[src/rtl/core/assert_macros.svh]
// Assertion macros shared by the deque RTL.
`ifndef ASSERT_MACROS_SVH
`define ASSERT_MACROS_SVH

// Combinational or implication property, checked on every rising edge out of reset.
`define CD_ASSERT(lbl, clk, rstn, prop) \
    lbl: assert property (@(posedge clk) disable iff (!rstn) (prop)) \
        else $error("deque assertion failed");

// Condition in one cycle implies a condition in the next cycle.
`define CD_ASSERT_NEXT(lbl, clk, rstn, ante, cons) \
    lbl: assert property (@(posedge clk) disable iff (!rstn) (ante) |=> (cons)) \
        else $error("deque assertion failed");

`endif

[src/rtl/core/cdq_pkg.sv]
// Shared types, constants and index helpers for the circular deque.
`timescale 1ns / 1ps

package cdq_pkg;

    localparam int DEPTH      = 16;
    localparam int DATA_WIDTH = 32;
    localparam int CAP_W      = 5;
    localparam int IDX_W      = (DEPTH > 1) ? $clog2(DEPTH) : 1;
    localparam int CAPE_W     = IDX_W + 1;
    localparam int S_TDATA_W  = ((DATA_WIDTH + 7) / 8) * 8;
    localparam int RES_W      = 3 + 2 * DATA_WIDTH;
    localparam int M_TDATA_W  = ((RES_W + 7) / 8) * 8;

    typedef logic [IDX_W-1:0]      idx_t;
    typedef logic [CAPE_W-1:0]     cap_t;
    typedef logic [DATA_WIDTH-1:0] data_t;

    typedef enum logic [1:0] {
        OP_PUSH_FRONT = 2'd0,
        OP_PUSH_BACK  = 2'd1,
        OP_POP_FRONT  = 2'd2,
        OP_POP_BACK   = 2'd3
    } op_t;

    typedef enum logic [1:0] {
        ST_IDLE,
        ST_LOAD,
        ST_RESP
    } state_t;

    // Memory request from the controller
    typedef struct packed {
        logic  we;
        idx_t  waddr;
        data_t wdata;
        idx_t  raddr;
    } mem_req_t;

    // One result beat
    typedef struct packed {
        data_t rear_value;
        data_t front_value;
        logic  is_full;
        logic  is_empty;
        logic  accepted;
    } result_t;

    // Controller handshake toward the output stage
    typedef struct packed {
        logic    res_valid;
        result_t res;
    } res_stream_t;

    // Clamp a written capacity into 1..DEPTH
    function automatic cap_t eff_cap(logic [CAP_W-1:0] c);
        if (c == '0) begin
            return cap_t'(1);
        end
        if (int'(c) > DEPTH) begin
            return cap_t'(DEPTH);
        end
        return cap_t'(c);
    endfunction

    function automatic idx_t step_up(idx_t i, cap_t cap);
        cap_t nxt;
        nxt = {1'b0, i} + cap_t'(1);
        return (nxt >= cap) ? '0 : nxt[IDX_W-1:0];
    endfunction

    function automatic idx_t step_down(idx_t i, cap_t cap);
        cap_t lim;
        lim = cap - cap_t'(1);
        return (i == '0 || {1'b0, i} >= cap) ? lim[IDX_W-1:0] : i - idx_t'(1);
    endfunction

endpackage

[src/rtl/core/cdq_ram.sv]
// Generic single-write, single-read RAM with registered read data.
`timescale 1ns / 1ps

module cdq_ram #(
    parameter int WIDTH = 32,
    parameter int DEPTH = 16,
    localparam int AW   = (DEPTH > 1) ? $clog2(DEPTH) : 1
) (
    input  logic             clk,
    input  logic             we,
    input  logic [AW-1:0]    waddr,
    input  logic [WIDTH-1:0] wdata,
    input  logic [AW-1:0]    raddr,
    output logic [WIDTH-1:0] rdata
);

    logic [WIDTH-1:0] mem [DEPTH];

    // write port
    always_ff @(posedge clk) begin
        if (we) begin
            mem[waddr] <= wdata;
        end
    end

    // registered read port
    always_ff @(posedge clk) begin
        rdata <= mem[raddr];
    end

endmodule

[src/rtl/core/cdq_ctrl.sv]
// Deque controller: index bookkeeping, cached end values and ring access sequencing.
`timescale 1ns / 1ps

module cdq_ctrl import cdq_pkg::*; (
    input  logic             aclk,
    input  logic             aresetn,
    input  logic             cfg_wr_en,
    input  logic [CAP_W-1:0] cfg_wr_data,
    input  logic             in_valid,
    output logic             in_ready,
    input  op_t              in_op,
    input  data_t            in_data,
    input  logic             out_free,
    input  data_t            rd_data,
    output mem_req_t         mem_req,
    output res_stream_t      res_out
);

    state_t state_reg, state_next;
    cap_t   cap_reg;
    idx_t   front_idx_reg, front_idx_next;
    idx_t   rear_idx_reg, rear_idx_next;
    logic   empty_reg, empty_next;
    logic   ok_reg, ok_next;
    data_t  front_val_reg, front_val_next;
    data_t  rear_val_reg, rear_val_next;
    logic   load_front_reg, load_front_next;
    logic   need_read;
    logic   accept;
    logic   full_now;

    assign accept   = in_valid && in_ready;
    assign full_now = !empty_reg && (step_up(rear_idx_reg, cap_reg) == front_idx_reg);

    // operation datapath: index moves, ring writes and read requests
    always_comb begin
        front_idx_next  = front_idx_reg;
        rear_idx_next   = rear_idx_reg;
        empty_next      = empty_reg;
        ok_next         = ok_reg;
        front_val_next  = front_val_reg;
        rear_val_next   = rear_val_reg;
        load_front_next = load_front_reg;
        need_read       = 1'b0;
        mem_req.we      = 1'b0;
        mem_req.waddr   = '0;
        mem_req.wdata   = in_data;
        mem_req.raddr   = '0;
        if (accept) begin
            ok_next = 1'b0;
            case (in_op) inside
                OP_PUSH_FRONT, OP_PUSH_BACK: begin
                    if (!full_now) begin
                        ok_next    = 1'b1;
                        mem_req.we = 1'b1;
                        if (empty_reg) begin
                            front_idx_next = '0;
                            rear_idx_next  = '0;
                            empty_next     = 1'b0;
                            front_val_next = in_data;
                            rear_val_next  = in_data;
                        end else if (in_op == OP_PUSH_FRONT) begin
                            front_idx_next = step_down(front_idx_reg, cap_reg);
                            mem_req.waddr  = front_idx_next;
                            front_val_next = in_data;
                        end else begin
                            rear_idx_next = step_up(rear_idx_reg, cap_reg);
                            mem_req.waddr = rear_idx_next;
                            rear_val_next = in_data;
                        end
                    end
                end
                default: begin
                    if (!empty_reg) begin
                        ok_next = 1'b1;
                        if (front_idx_reg == rear_idx_reg) begin
                            front_idx_next = '0;
                            rear_idx_next  = '0;
                            empty_next     = 1'b1;
                        end else if (in_op == OP_POP_FRONT) begin
                            front_idx_next  = step_up(front_idx_reg, cap_reg);
                            mem_req.raddr   = front_idx_next;
                            need_read       = 1'b1;
                            load_front_next = 1'b1;
                        end else begin
                            rear_idx_next   = step_down(rear_idx_reg, cap_reg);
                            mem_req.raddr   = rear_idx_next;
                            need_read       = 1'b1;
                            load_front_next = 1'b0;
                        end
                    end
                end
            endcase
        end
        // refill the cached end value from the ring
        if (state_reg == ST_LOAD) begin
            if (load_front_reg) begin
                front_val_next = rd_data;
            end else begin
                rear_val_next = rd_data;
            end
        end
    end

    // next state
    always_comb begin
        state_next = state_reg;
        unique case (state_reg)
            ST_IDLE: begin
                if (accept) begin
                    state_next = need_read ? ST_LOAD : ST_RESP;
                end
            end
            ST_LOAD: state_next = ST_RESP;
            ST_RESP: begin
                if (out_free) begin
                    state_next = ST_IDLE;
                end
            end
            default: state_next = ST_IDLE;
        endcase
    end

    // outputs
    always_comb begin
        in_ready                  = (state_reg == ST_IDLE);
        res_out.res_valid         = (state_reg == ST_RESP);
        res_out.res.accepted      = ok_reg;
        res_out.res.is_empty      = empty_reg;
        res_out.res.is_full       = full_now;
        res_out.res.front_value   = empty_reg ? '1 : front_val_reg;
        res_out.res.rear_value    = empty_reg ? '1 : rear_val_reg;
    end

    // control registers
    always_ff @(posedge aclk) begin
        if (!aresetn) begin
            state_reg     <= ST_IDLE;
            cap_reg       <= eff_cap(CAP_W'(16));
            front_idx_reg <= '0;
            rear_idx_reg  <= '0;
            empty_reg     <= 1'b1;
        end else begin
            state_reg <= state_next;
            if (cfg_wr_en) begin
                cap_reg       <= eff_cap(cfg_wr_data);
                front_idx_reg <= '0;
                rear_idx_reg  <= '0;
                empty_reg     <= 1'b1;
            end else begin
                front_idx_reg <= front_idx_next;
                rear_idx_reg  <= rear_idx_next;
                empty_reg     <= empty_next;
            end
        end
    end

    // payload registers
    always_ff @(posedge aclk) begin
        ok_reg         <= ok_next;
        front_val_reg  <= front_val_next;
        rear_val_reg   <= rear_val_next;
        load_front_reg <= load_front_next;
    end

endmodule

[src/rtl/core/circular_deque_unit.sv]
// Top level of the circular deque: controller, ring RAM and result register.
// A push or refused op goes from idle straight to the response state; a pop that must
// fetch the new end value from the ring RAM passes through a load state first.
// The controller takes one item at a time and takes no new one until the result
// register is free to accept its result; the output register frees it.
// Reset (aresetn low, synchronous): deque empty, indices zero, capacity 16;
// ring contents are not cleared.
`timescale 1ns / 1ps
`include "assert_macros.svh"

module circular_deque_unit import cdq_pkg::*; (
    input  logic                 aclk,
    input  logic                 aresetn,
    input  logic                 cfg_wr_en,
    input  logic [CAP_W-1:0]     cfg_wr_data,
    input  logic                 s_tvalid,
    output logic                 s_tready,
    input  logic [S_TDATA_W-1:0] s_tdata,   // [DATA_WIDTH-1:0] data_value
    input  logic [1:0]           s_tuser,   // [1:0] operation
    output logic                 m_tvalid,
    input  logic                 m_tready,
    // from bit 0: accepted, is_empty, is_full, front_value, rear_value, zero pad
    output logic [M_TDATA_W-1:0] m_tdata
);

    mem_req_t    mem_req;
    res_stream_t res_stream;
    data_t       rd_data;
    logic        out_free;
    logic        m_tvalid_reg;
    result_t     res_reg;

    assign out_free = !m_tvalid_reg || m_tready;

    cdq_ctrl u_ctrl (
        .aclk        (aclk),
        .aresetn     (aresetn),
        .cfg_wr_en   (cfg_wr_en),
        .cfg_wr_data (cfg_wr_data),
        .in_valid    (s_tvalid),
        .in_ready    (s_tready),
        .in_op       (op_t'(s_tuser)),
        .in_data     (s_tdata[DATA_WIDTH-1:0]),
        .out_free    (out_free),
        .rd_data     (rd_data),
        .mem_req     (mem_req),
        .res_out     (res_stream)
    );

    cdq_ram #(
        .WIDTH (DATA_WIDTH),
        .DEPTH (DEPTH)
    ) u_ring (
        .clk   (aclk),
        .we    (mem_req.we),
        .waddr (mem_req.waddr),
        .wdata (mem_req.wdata),
        .raddr (mem_req.raddr),
        .rdata (rd_data)
    );

    // result register
    always_ff @(posedge aclk) begin
        if (!aresetn) begin
            m_tvalid_reg <= 1'b0;
        end else if (res_stream.res_valid && out_free) begin
            m_tvalid_reg <= 1'b1;
        end else if (m_tready) begin
            m_tvalid_reg <= 1'b0;
        end
    end

    always_ff @(posedge aclk) begin
        if (res_stream.res_valid && out_free) begin
            res_reg <= res_stream.res;
        end
    end

    assign m_tvalid = m_tvalid_reg;
    assign m_tdata  = M_TDATA_W'(res_reg);

    // checks
    `CD_ASSERT_NEXT(a_one_at_a_time, aclk, aresetn, s_tvalid && s_tready, !s_tready)
    `CD_ASSERT(a_empty_reads_ones, aclk, aresetn,
        !(m_tvalid_reg && res_reg.is_empty) ||
        (res_reg.front_value == '1 && res_reg.rear_value == '1))
    `CD_ASSERT(a_not_empty_and_full, aclk, aresetn,
        !(m_tvalid_reg && res_reg.is_empty && res_reg.is_full))

endmodule
[config.mk]
export PLATFORM = sky130hd
export DESIGN_NAME = circular_deque_unit
export DESIGN_NICKNAME = d
export VERILOG_FILES = /design/src/rtl/core/cdq_pkg.sv /design/src/rtl/core/cdq_ram.sv /design/src/rtl/core/cdq_ctrl.sv /design/src/rtl/core/circular_deque_unit.sv
export VERILOG_INCLUDE_DIRS = /design/src /design/src/rtl/core
export SDC_FILE = /design/constraint.sdc
export NUM_CORES = 1
export LEC_CHECK = 0
export BUFFER_PORTS_ARGS = -buffer_cell sky130_fd_sc_hd__buf_2
export CORE_MARGIN = 1.5
export CORE_UTILIZATION = 65
export CTS_BUF_LIST = sky130_fd_sc_hd__clkbuf_2
export DETAILED_ROUTE_END_ITERATION = 7
export PLACE_DENSITY = 0.83
export SYNTH_ARGS = -nofsm -noshare
export SYNTH_HDL_FRONTEND = slang
export SYNTH_HIERARCHICAL = 1
export SYNTH_SLANG_ARGS = --single-unit
[constraint.sdc]
create_clock -name aclk -period 12.45 [get_ports aclk]
set_clock_uncertainty 0.1 [all_clocks]
set_input_delay 1.8675 -clock aclk [delete_from_list [all_inputs] [get_ports aclk]]
set_output_delay 1.8675 -clock aclk [all_outputs]
set_load 0.02 [all_outputs]
### Word level (Yosys, flattened, before mapping)

Memory sizes are Yosys's and may differ from the RTL's. A register that Yosys moved wholly into a read port is not among the register bits.
Cells that the tools add are included.

| word-level totals | value |
|---|---|
| register bits after elaboration | 150 |
| RAM bits | 512 |
| input port bits | 44 |
| output and inout port bits | 74 |
| word-level logic and storage cells | 138 |
| memories | 1 |

| operators by class | value |
|---|---|
| add/subtract/negate cells | 5 |
| magnitude comparators | 5 |
| eq/ne operators | 13 |
| mux-type cells | 73 |
| bitwise gates (word level) | 4 |
| reduce and logical (&&, ||, !) cells | 22 |

Memory list:

| memory | depth | bits a word | rd ports | clocked after Yosys merged registers in | write ports | RTL line | RTL |
|---|---|---|---|---|---|---|---|
| u_ring.mem | 16 | 32 | 1 | 1 | 1 | cdq_ram.sv:17 | `logic [WIDTH-1:0] mem [DEPTH];` |

Operators with widths:

| operator | number |
|---|---|
| 32-bit 2-to-1 mux | 14 |
| 4-bit 2-to-1 mux | 25 |
| 5-bit 2-to-1 mux | 7 |
| 1-bit 2-to-1 mux | 23 |
| 4-bit by 1-bit subtractor with 4-bit output (second input constant) | 3 |
| 4-bit by 1-bit adder with 5-bit output (second input constant) | 2 |
| 4-bit by 5-bit >= comparator with 1-bit output | 2 |
| 5-bit >= comparator | 2 |
| 5-bit AND reduction | 2 |
| 4-bit equality test | 2 |
| 4-bit logical NOT | 2 |
| 2-bit 2-to-1 mux | 3 |
| 2-bit inequality test (second input constant) | 3 |
| 3-bit by 2-bit inequality test with 1-bit output (second input constant) | 2 |
| 2-bit one-hot mux with 3 select lines | 1 |
| 5-bit > comparator (second input constant) | 1 |
| 5-bit logical NOT | 1 |
| 2-bit by 1-bit equality test with 1-bit output (second input constant) | 2 |
| 2-bit equality test (second input constant) | 2 |
| 2-bit logical NOT | 2 |
| 1-bit inverter | 4 |
| 2-bit AND reduction | 2 |
| 4-bit AND reduction | 1 |
| 2-bit OR reduction | 2 |
| other kinds (7) | 12 |

### Longest topological paths before layout

Gate-level depths: netlist of the first run.

| depth | value |
|---|---|
| depth in word-level cells | 10 |
| mapped depth | 17 |
| mapped depth without buffers | 14 |

### Hierarchy

The synthesis of the first run kept the hierarchy.

Modules (own cells, without submodules):

| module | instances | cells each | area an instance (µm²) | seq. area each (µm²) |
|---|---|---|---|---|
| cdq_ram | 1 | 838 | 19835.3 | 16015.4 |
| cdq_ctrl | 1 | 652 | 5401.4 | 1661.6 |
| circular_deque_unit | 1 | 78 | 2110.8 | 2031.9 |

### Worst setup path after synthesis of the first run

Ideal clock, no wire load.

| path | value |
|---|---|
| kind | register -> register |
| start | register u_ctrl.rear_idx_reg[0] |
| end | memory u_ring.mem[0][0] (enable) |
| setup time | 0.461 ns |
| data arrival time | 5.314 ns |
| data required time | 11.889 ns |
| path slack | 6.575 ns |
| cell stages (with the launch flop) | 14 |
| path buffers | 1 |
| clock period less this slack | 5.875 ns |
| cells stage by stage | dfxtp_1 buf_4 clkinv_1 ha_1 ha_1 a21boi_1 a21boi_2 a32o_1 a211oi_2 o211ai_4 nor2_1 nor4_1 or3b_2 nor3_1 |

RTL lines:

| item | RTL line | RTL |
|---|---|---|
| start, declared | cdq_ctrl.sv:22 | `idx_t rear_idx_reg, rear_idx_next;` |
| start signal, assigned | cdq_ctrl.sv:152 | `rear_idx_reg <= rear_idx_next;` |
| end, declared | cdq_ram.sv:17 |  |

==> results.txt, run 1 <==
Congestion Overflow GR -> 0
Mean post-synth cell area -> 17.44 µm²
Largest cells by area after synthesis -> edfxtp_1 (64%), mux4_2 (11%), dfxtp_1 (8.3%), mux2i_1 (2.7%), a22oi_1 (1.8%)
Required @ worst endpoint -> 13.06 ns
Crit end category -> flop
Fin crit share -> 48.99%
H-tree levels -> 4
CTS root buf -> clkbuf_2
Largest net degree at the start of global routing -> 129
Reg clk slew, reported paths -> 0.12 ns
Final Max Slew Viols -> 0
Post-Syn Area -> 27,350 µm²
Buffers & Inverters on Critical Path -> 2
Number of synthesized flops with an enable pin -> 581
CP cell instances -> clkinv_1, ha_1, ha_1, a21boi_1, a21boi_2, a21boi_1, nor3_2, nor2_1, nor4_1, nand2b_1, nor2_4, buf_4
GPL Wtd Cong -> 0.9196
CP max stage delay -> 1.09 ns
Largest register FFs -> 512
Residual DRC -> 0
Die height -> 208.1 µm
Max-cap viol count -> 0
Register area share after synthesis -> 72.07%
Die ar. -> 43,310 µm²
CTS max path bufs -> 3
Slew @ Worst Pin -> 1.257 ns
Overall Global Routing Usage -> 27.99%
Design area -> 29,790 µm²
Routed wire per std cell -> 24.36 µm
TritonCTS Buffers -> 163
Yosys reg bits -> 694
Startpoint types -> flop
Hold Crit Class -> reg -> reg
Worst Path Max Fanout -> 17
Post-synth top area share -> 63.80%
WHS -> 0.2983 ns
CP Class -> reg -> reg
Area delta synth->final -> 8.931%
Cts repair resizes -> 0
Post CTS Setup Buffer Count -> 0
Drt first pass iters -> 5
Die W -> 208.1 µm
Critical path arrival -> 6.71 ns
CTS tree -> yes
Wl on met1 -> 22,620 µm
Initial antenna violation count -> 1
Minimum clock period -> 6.099 ns
Post-synth ARST share -> 0%
Post-route ant nets -> 0
Final count of negative-setup-slack endpoints -> 0
Outcome -> finished, final reports clean
I/O pins -> 118
Synth area leader -> edfxtp_1
Via/cell ratio -> 6.197
Pwr Total -> 4.240 mW
DP HPWL -> 31,910 µm
Layout cells sized above 1 -> 34.32%
Placed cell areas -> 28,220 µm²
Hold Fails Final Rpt -> 0
# hold bufs at CTS -> 0
Vias in the first global route -> 15,529
Initial Utilization -> 66.37%
1st-iter DRT viols -> 1,655
Slowest CP cell -> nor4_1
TNS Setup -> 0 ns
Max-slew headroom -> 15.44%
Post-route setup slack -> 6.351 ns
Yosys warning total -> 6
Max Used Layer -> met4
Largest Register -> u_ring/mem
Post-Place Setup Slack -> 6.621 ns
Post-synthesis cell type count -> 66
Commonest non-fill, non-tap cell in the layout -> edfxtp_1
Wire length on met3 -> 5040 µm
Sink Count -> 694
Final Net Count -> 1,824
Met2 wire len -> 30,260 µm
Fmax -> 0.1640 GHz
First-pass GRT wire length -> 90,160 µm
Site Rows -> 74
Via Count -> 15,039
Most used flip-flop cell after synthesis -> edfxtp_1
Leak pwr -> 10.20 nW
Core outline area -> 41,200 µm²
Leading cell types in the layout, fill and taps excluded -> edfxtp_1 (581), clkbuf_2 (259), mux4_2 (128), buf_2 (112), dfxtp_1 (112)
Unrepaired setup endpoints after global routing -> false
Clk_lat worst skew -> 1.13 ns
IO Port Bufs -> 112
Power per cell area -> 142.3 nW/µm²
Syn Inst Count -> 1,568
Post-Route WL -> 59,120 µm
CP top delay family -> simple AND/OR/NAND/NOR gates
Peak supply drop -> 0.00006248 V
-- worst paths after layout --
kind                                             start                       to  slack [ns]  depth (start not counted)
worst min-delay path                  u_ring/rdata[17]  u_ctrl/rear_val_reg[17]        0.30                          2
worst max register to register  u_ctrl/rear_idx_reg[0]        u_ring/mem[1][18]        6.35                         12
worst max-delay path            u_ctrl/rear_idx_reg[0]        u_ring/mem[1][18]        6.35                         12
worst min register to register        u_ring/rdata[17]  u_ctrl/rear_val_reg[17]        0.30                          2
-- stage by stage --
step           util (%)  cells
2_1_floorplan         -   1572
3_5_place_dp      68.49   2123
3_3_place_gp      68.49   2123
5_1_grt           72.30   2427
6_report          72.30   2427
4_1_cts           72.30   2426
-- power by group --
group          switching (mW)  total [mW]  internal (mW)
Combinational           0.101       0.164         0.0632
Sequential             0.0275        2.60           2.57
Clock                   0.866        1.48          0.613
-- synth_stat cells, drive strengths merged (4+ instances only) --
cell,instances
clkbuf,42
mux2i,73
edfxtp,581
nand2b,12
a22oi,67
and2,10
a22o,4
o21ai,18
or2,66
inv,15
a211oi,4
xnor2,9
dfxtp,113
mux4,128
nor2,99
a21boi,5
nor4,5
ha,24
nor2b,7
nand3b,4
nand3,6
nor3,19
nand2,60
a21oi,81
xor2,5
buf,80
-- final cells by class --
type / count / area (µm²)
sequential: 694 / 19710
fill: 2428 / 11410
multi-input combinational: 739 / 6989
clock buffer: 259 / 1296
timing repair buffer: 141 / 790.8
tap: 532 / 665.6
clock inverter: 44 / 271.5
inverter: 17 / 63.81
antenna: 1 / 2.502
-- logic make-up (layout without fill, tap and decap cells) --
group,count (synthesis),count (layout),synth area share (%)
flops,694,694,72.07
simple gates,296,296,5.381
fa+ha+maj,24,24,1.098
buf+inv,139,461,2.914
xor+xnor,14,14,0.4758
compound gates,198,198,4.795
other cells,1,6,0.01371
mux,202,202,13.25
-- worst register-to-register path: cells and delay by family (launching register included) --
family                   cells  cell delay [ns]
flip-flops                   1             0.66
AO/OA/AOI/OAI                3             0.54
AND/OR/NAND/NOR              5             2.96
adder cells (fa/ha/maj)      2             0.69
buffers and inverters        2             0.73
-- routing by layer --
metal  global-route usage [%]  vias up
met5                        0        -
met4                    10.04        0
met3                    5.842      100
met2                    46.90      828
met1                    36.79     7538
li1                         -     6573
Power figures use the tool's default switching activity.
==> inputs of run 2 (changes only) <==
--- a/config.mk
+++ b/config.mk
@@ -8,10 +8,10 @@
 export LEC_CHECK = 0
 export BUFFER_PORTS_ARGS = -buffer_cell sky130_fd_sc_hd__buf_2
 export CORE_MARGIN = 1.5
-export CORE_UTILIZATION = 65
+export CORE_UTILIZATION = 58
 export CTS_BUF_LIST = sky130_fd_sc_hd__clkbuf_2
 export DETAILED_ROUTE_END_ITERATION = 7
-export PLACE_DENSITY = 0.83
+export PLACE_DENSITY = 0.79
 export SYNTH_ARGS = -nofsm -noshare
 export SYNTH_HDL_FRONTEND = slang
 export SYNTH_HIERARCHICAL = 1
==> constraint.sdc (replaced) <==
create_clock -name aclk -period 5.05 [get_ports aclk]
set_clock_uncertainty 0.1 [all_clocks]
set_input_delay 0.7575 -clock aclk [delete_from_list [all_inputs] [get_ports aclk]]
set_output_delay 0.7575 -clock aclk [all_outputs]
set_load 0.02 [all_outputs]
==> run 2 against run 1 <==
  * Wire length grew 0.98%
  * Final cell count is 6.8% higher
  * Setup slack got worse by 6.1 ns
  * Combinational power grew to 2.8 times the previous value
  * Die area grew 12%
  * Cell area grew 4.0%
  * Count of clock-buffer cells in the layout down 15
  * Flip-flop and latch count unchanged
  * Critical path type unchanged
  * Critical endpoint is now u_ring/mem[4][23]
==> results.txt, run 2 (synthesis gave the netlist of run 1 again) <==
Leading cell types in the layout, fill and taps excluded -> edfxtp_1 (581), clkbuf_2 (244), mux4_2 (128), buf_2 (112), dfxtp_1 (112) (was edfxtp_1 (581), clkbuf_2 (259), mux4_2 (128), buf_2 (112), dfxtp_1 (112))
Largest net degree at the start of global routing -> 80 (was 129)
Final count of negative-setup-slack endpoints -> 0 (unchanged)
Fin crit share -> 95.55% (was 48.99%)
Pwr Total -> 10.63 mW (was 4.240 mW)
Outcome -> finished, final reports clean (unchanged)
Drt first pass iters -> 5 (unchanged)
Placed cell count -> 2,233 (was 2,123)
H-tree levels -> 4 (unchanged)
1st-iter DRT viols -> 1,593 (was 1,655)
Non-Filler Instances -> 2,591 (was 2,427)
Site Rows -> 79 (was 74)
Slew @ Worst Pin -> 1.023 ns (was 1.257 ns)
Via Count -> 15,390 (was 15,039)
Die W -> 220.1 µm (was 208.1 µm)
Placed cell areas -> 28,810 µm² (was 28,220 µm²)
Worst Path Max Fanout -> 32 (was 17)
CP Class -> reg -> reg (unchanged)
Util after Layout -> 66.55% (was 72.30%)
Reg clk slew, reported paths -> 0.10 ns (was 0.12 ns)
WHS -> 0.3316 ns (was 0.2983 ns)
Final Max Slew Viols -> 0 (unchanged)
Largest Register -> u_ring/mem (unchanged)
CTS tree -> yes (unchanged)
Critical path arrival -> 5.53 ns (was 6.71 ns)
TritonCTS Buffers -> 165 (was 163)
Core outline area -> 46,560 µm² (was 41,200 µm²)
Max-slew headroom -> 31.69% (was 15.44%)
Startpoint types -> flop (unchanged)
Max-cap viol count -> 0 (unchanged)
Routed wire per std cell -> 23.04 µm (was 24.36 µm)
Fmax -> 0.2072 GHz (was 0.1640 GHz)
Peak supply drop -> 0.0001789 V (was 0.00006248 V)
Sink Count -> 694 (unchanged)
Vias in the first global route -> 15,913 (was 15,529)
CTS root buf -> clkbuf_2 (unchanged)
CTS max path bufs -> 3 (unchanged)
Cell repeated most along the worst path -> ha_1
Commonest non-fill, non-tap cell in the layout -> edfxtp_1 (unchanged)
CP max stage delay -> 0.60 ns (was 1.09 ns)
GPL Wtd Cong -> 0.8882 (was 0.9196)
Hold Fails Final Rpt -> 0 (unchanged)
Via/cell ratio -> 5.940 (was 6.197)
Crit end category -> flop (unchanged)
Leak pwr -> 10.65 nW (was 10.20 nW)
Design area -> 30,980 µm² (was 29,790 µm²)
I/O pins -> 118 (unchanged)
IO Port Bufs -> 112 (unchanged)
CP cell instances -> clkinv_1, ha_1, ha_1, a21boi_1, nand3_1, a211oi_1, a211oi_2, o211ai_4, nor2_2, nor4_1, nand3b_1, nor3_4, buf_12 (was clkinv_1, ha_1, ha_1, a21boi_1, a21boi_2, a21boi_1, nor3_2, nor2_1, nor4_1, nand2b_1, nor2_4, buf_4)
Layout cells sized above 1 -> 34.49% (was 34.32%)
Post-route ant nets -> 0 (unchanged)
Congestion Overflow GR -> 0 (unchanged)
First-pass GRT wire length -> 90,270 µm (was 90,160 µm)
Residual DRC -> 0 (unchanged)
Initial Utilization -> 58.74% (was 66.37%)
Post CTS Setup Buffer Count -> 0 (unchanged)
Final Net Count -> 1,912 (was 1,824)
Slowest CP cell -> nor4_1 (unchanged)
Area delta synth->final -> 13.29% (was 8.931%)
Initial antenna violation count -> 2 (was 1)
Required @ worst endpoint -> 5.75 ns (was 13.06 ns)
Die ar. -> 48,460 µm² (was 43,310 µm²)
Clk_lat worst skew -> 1.16 ns (was 1.13 ns)
Largest register FFs -> 512 (unchanged)
Hold Crit Class -> reg -> reg (unchanged)
Die height -> 220.1 µm (was 208.1 µm)
Overall Global Routing Usage -> 25.15% (was 27.99%)
DP HPWL -> 36,710 µm (was 31,910 µm)
Power per cell area -> 343.1 nW/µm² (was 142.3 nW/µm²)
Minimum clock period -> 4.825 ns (was 6.099 ns)
Post-Route WL -> 59,690 µm (was 59,120 µm)
-- run 2: cell types whose count changed in the layout (fill, tap and decap cells not counted), moves of 8 or more --
cell / delta
dlygate4sd3_1: +51
buf_4: +20
buf_12: +15
clkbuf_2: -15
clkinv_1: +8
clkinv_2: +8
-- run 2: critical path: cells and delay by family, from the launching register on --
family	cells	cell delay, ns
AOI/OAI and AO/OA	4	0.93
adders and majority gates	2	0.71
buffers and inverters	2	0.51
DFF	1	0.59
and+or+nand+nor	5	1.67
-- run 2: timing repair --
| item | in CTS | in global routing |
|---|---|---|
| setup endpoints to repair | 0 | 200 |
| endpoints found under the hold margin | 584 | 0 |
| resized for setup | 0 | 4 |
| hold buffers | 51 | 0 |
-- run 2: final timing paths --
check | from | endpoint | cells past startpoint | slack, ns
max reg2reg | u_ctrl/rear_idx_reg[0] | u_ring/mem[4][23] | 13 | 0.22
min reg2reg | u_ctrl/ok_reg | m_tdata[0] | 0 | 0.33
max | u_ctrl/rear_idx_reg[0] | u_ring/mem[4][23] | 13 | 0.22
min | u_ctrl/ok_reg | m_tdata[0] | 0 | 0.33
-- run 2: power breakdown --
group	switching (mW)	internal (mW)	total (mW)
Combinational	0.274	0.186	0.460
Clock	2.19	1.57	3.77
Sequential	0.0677	6.33	6.40
-- run 2: stage by stage --
step	setup TNS, ns	setup slack (ns)
CTS	0	0.2690
finish	0	0.2245
global placement	0	0.4423
floorplan	-102.56	-0.3247
global route	-6.935	-0.1306
detailed placement	0	0.2796
-- run 2: layout make-up --
class | count | area [µm²]
clock buffers | 244 | 1221
fillers | 3046 | 15570
diodes | 1 | 2.502
multi-input cells | 739 | 7058
clock inverters | 62 | 414.1
inverters | 17 | 63.81
flip-flops and latches | 694 | 19710
repair buffers | 227 | 1752
well taps | 607 | 759.5
-- run 2: routing by layer --
metal	GRT usage (%)	vias to the layer above	part of all wire, %
li1	-	6743	-
met1	34.31	7746	40
met2	40.59	799	49
met3	5.787	100	9.0
met4	8.209	2	1.8
met5	0	-	0.028
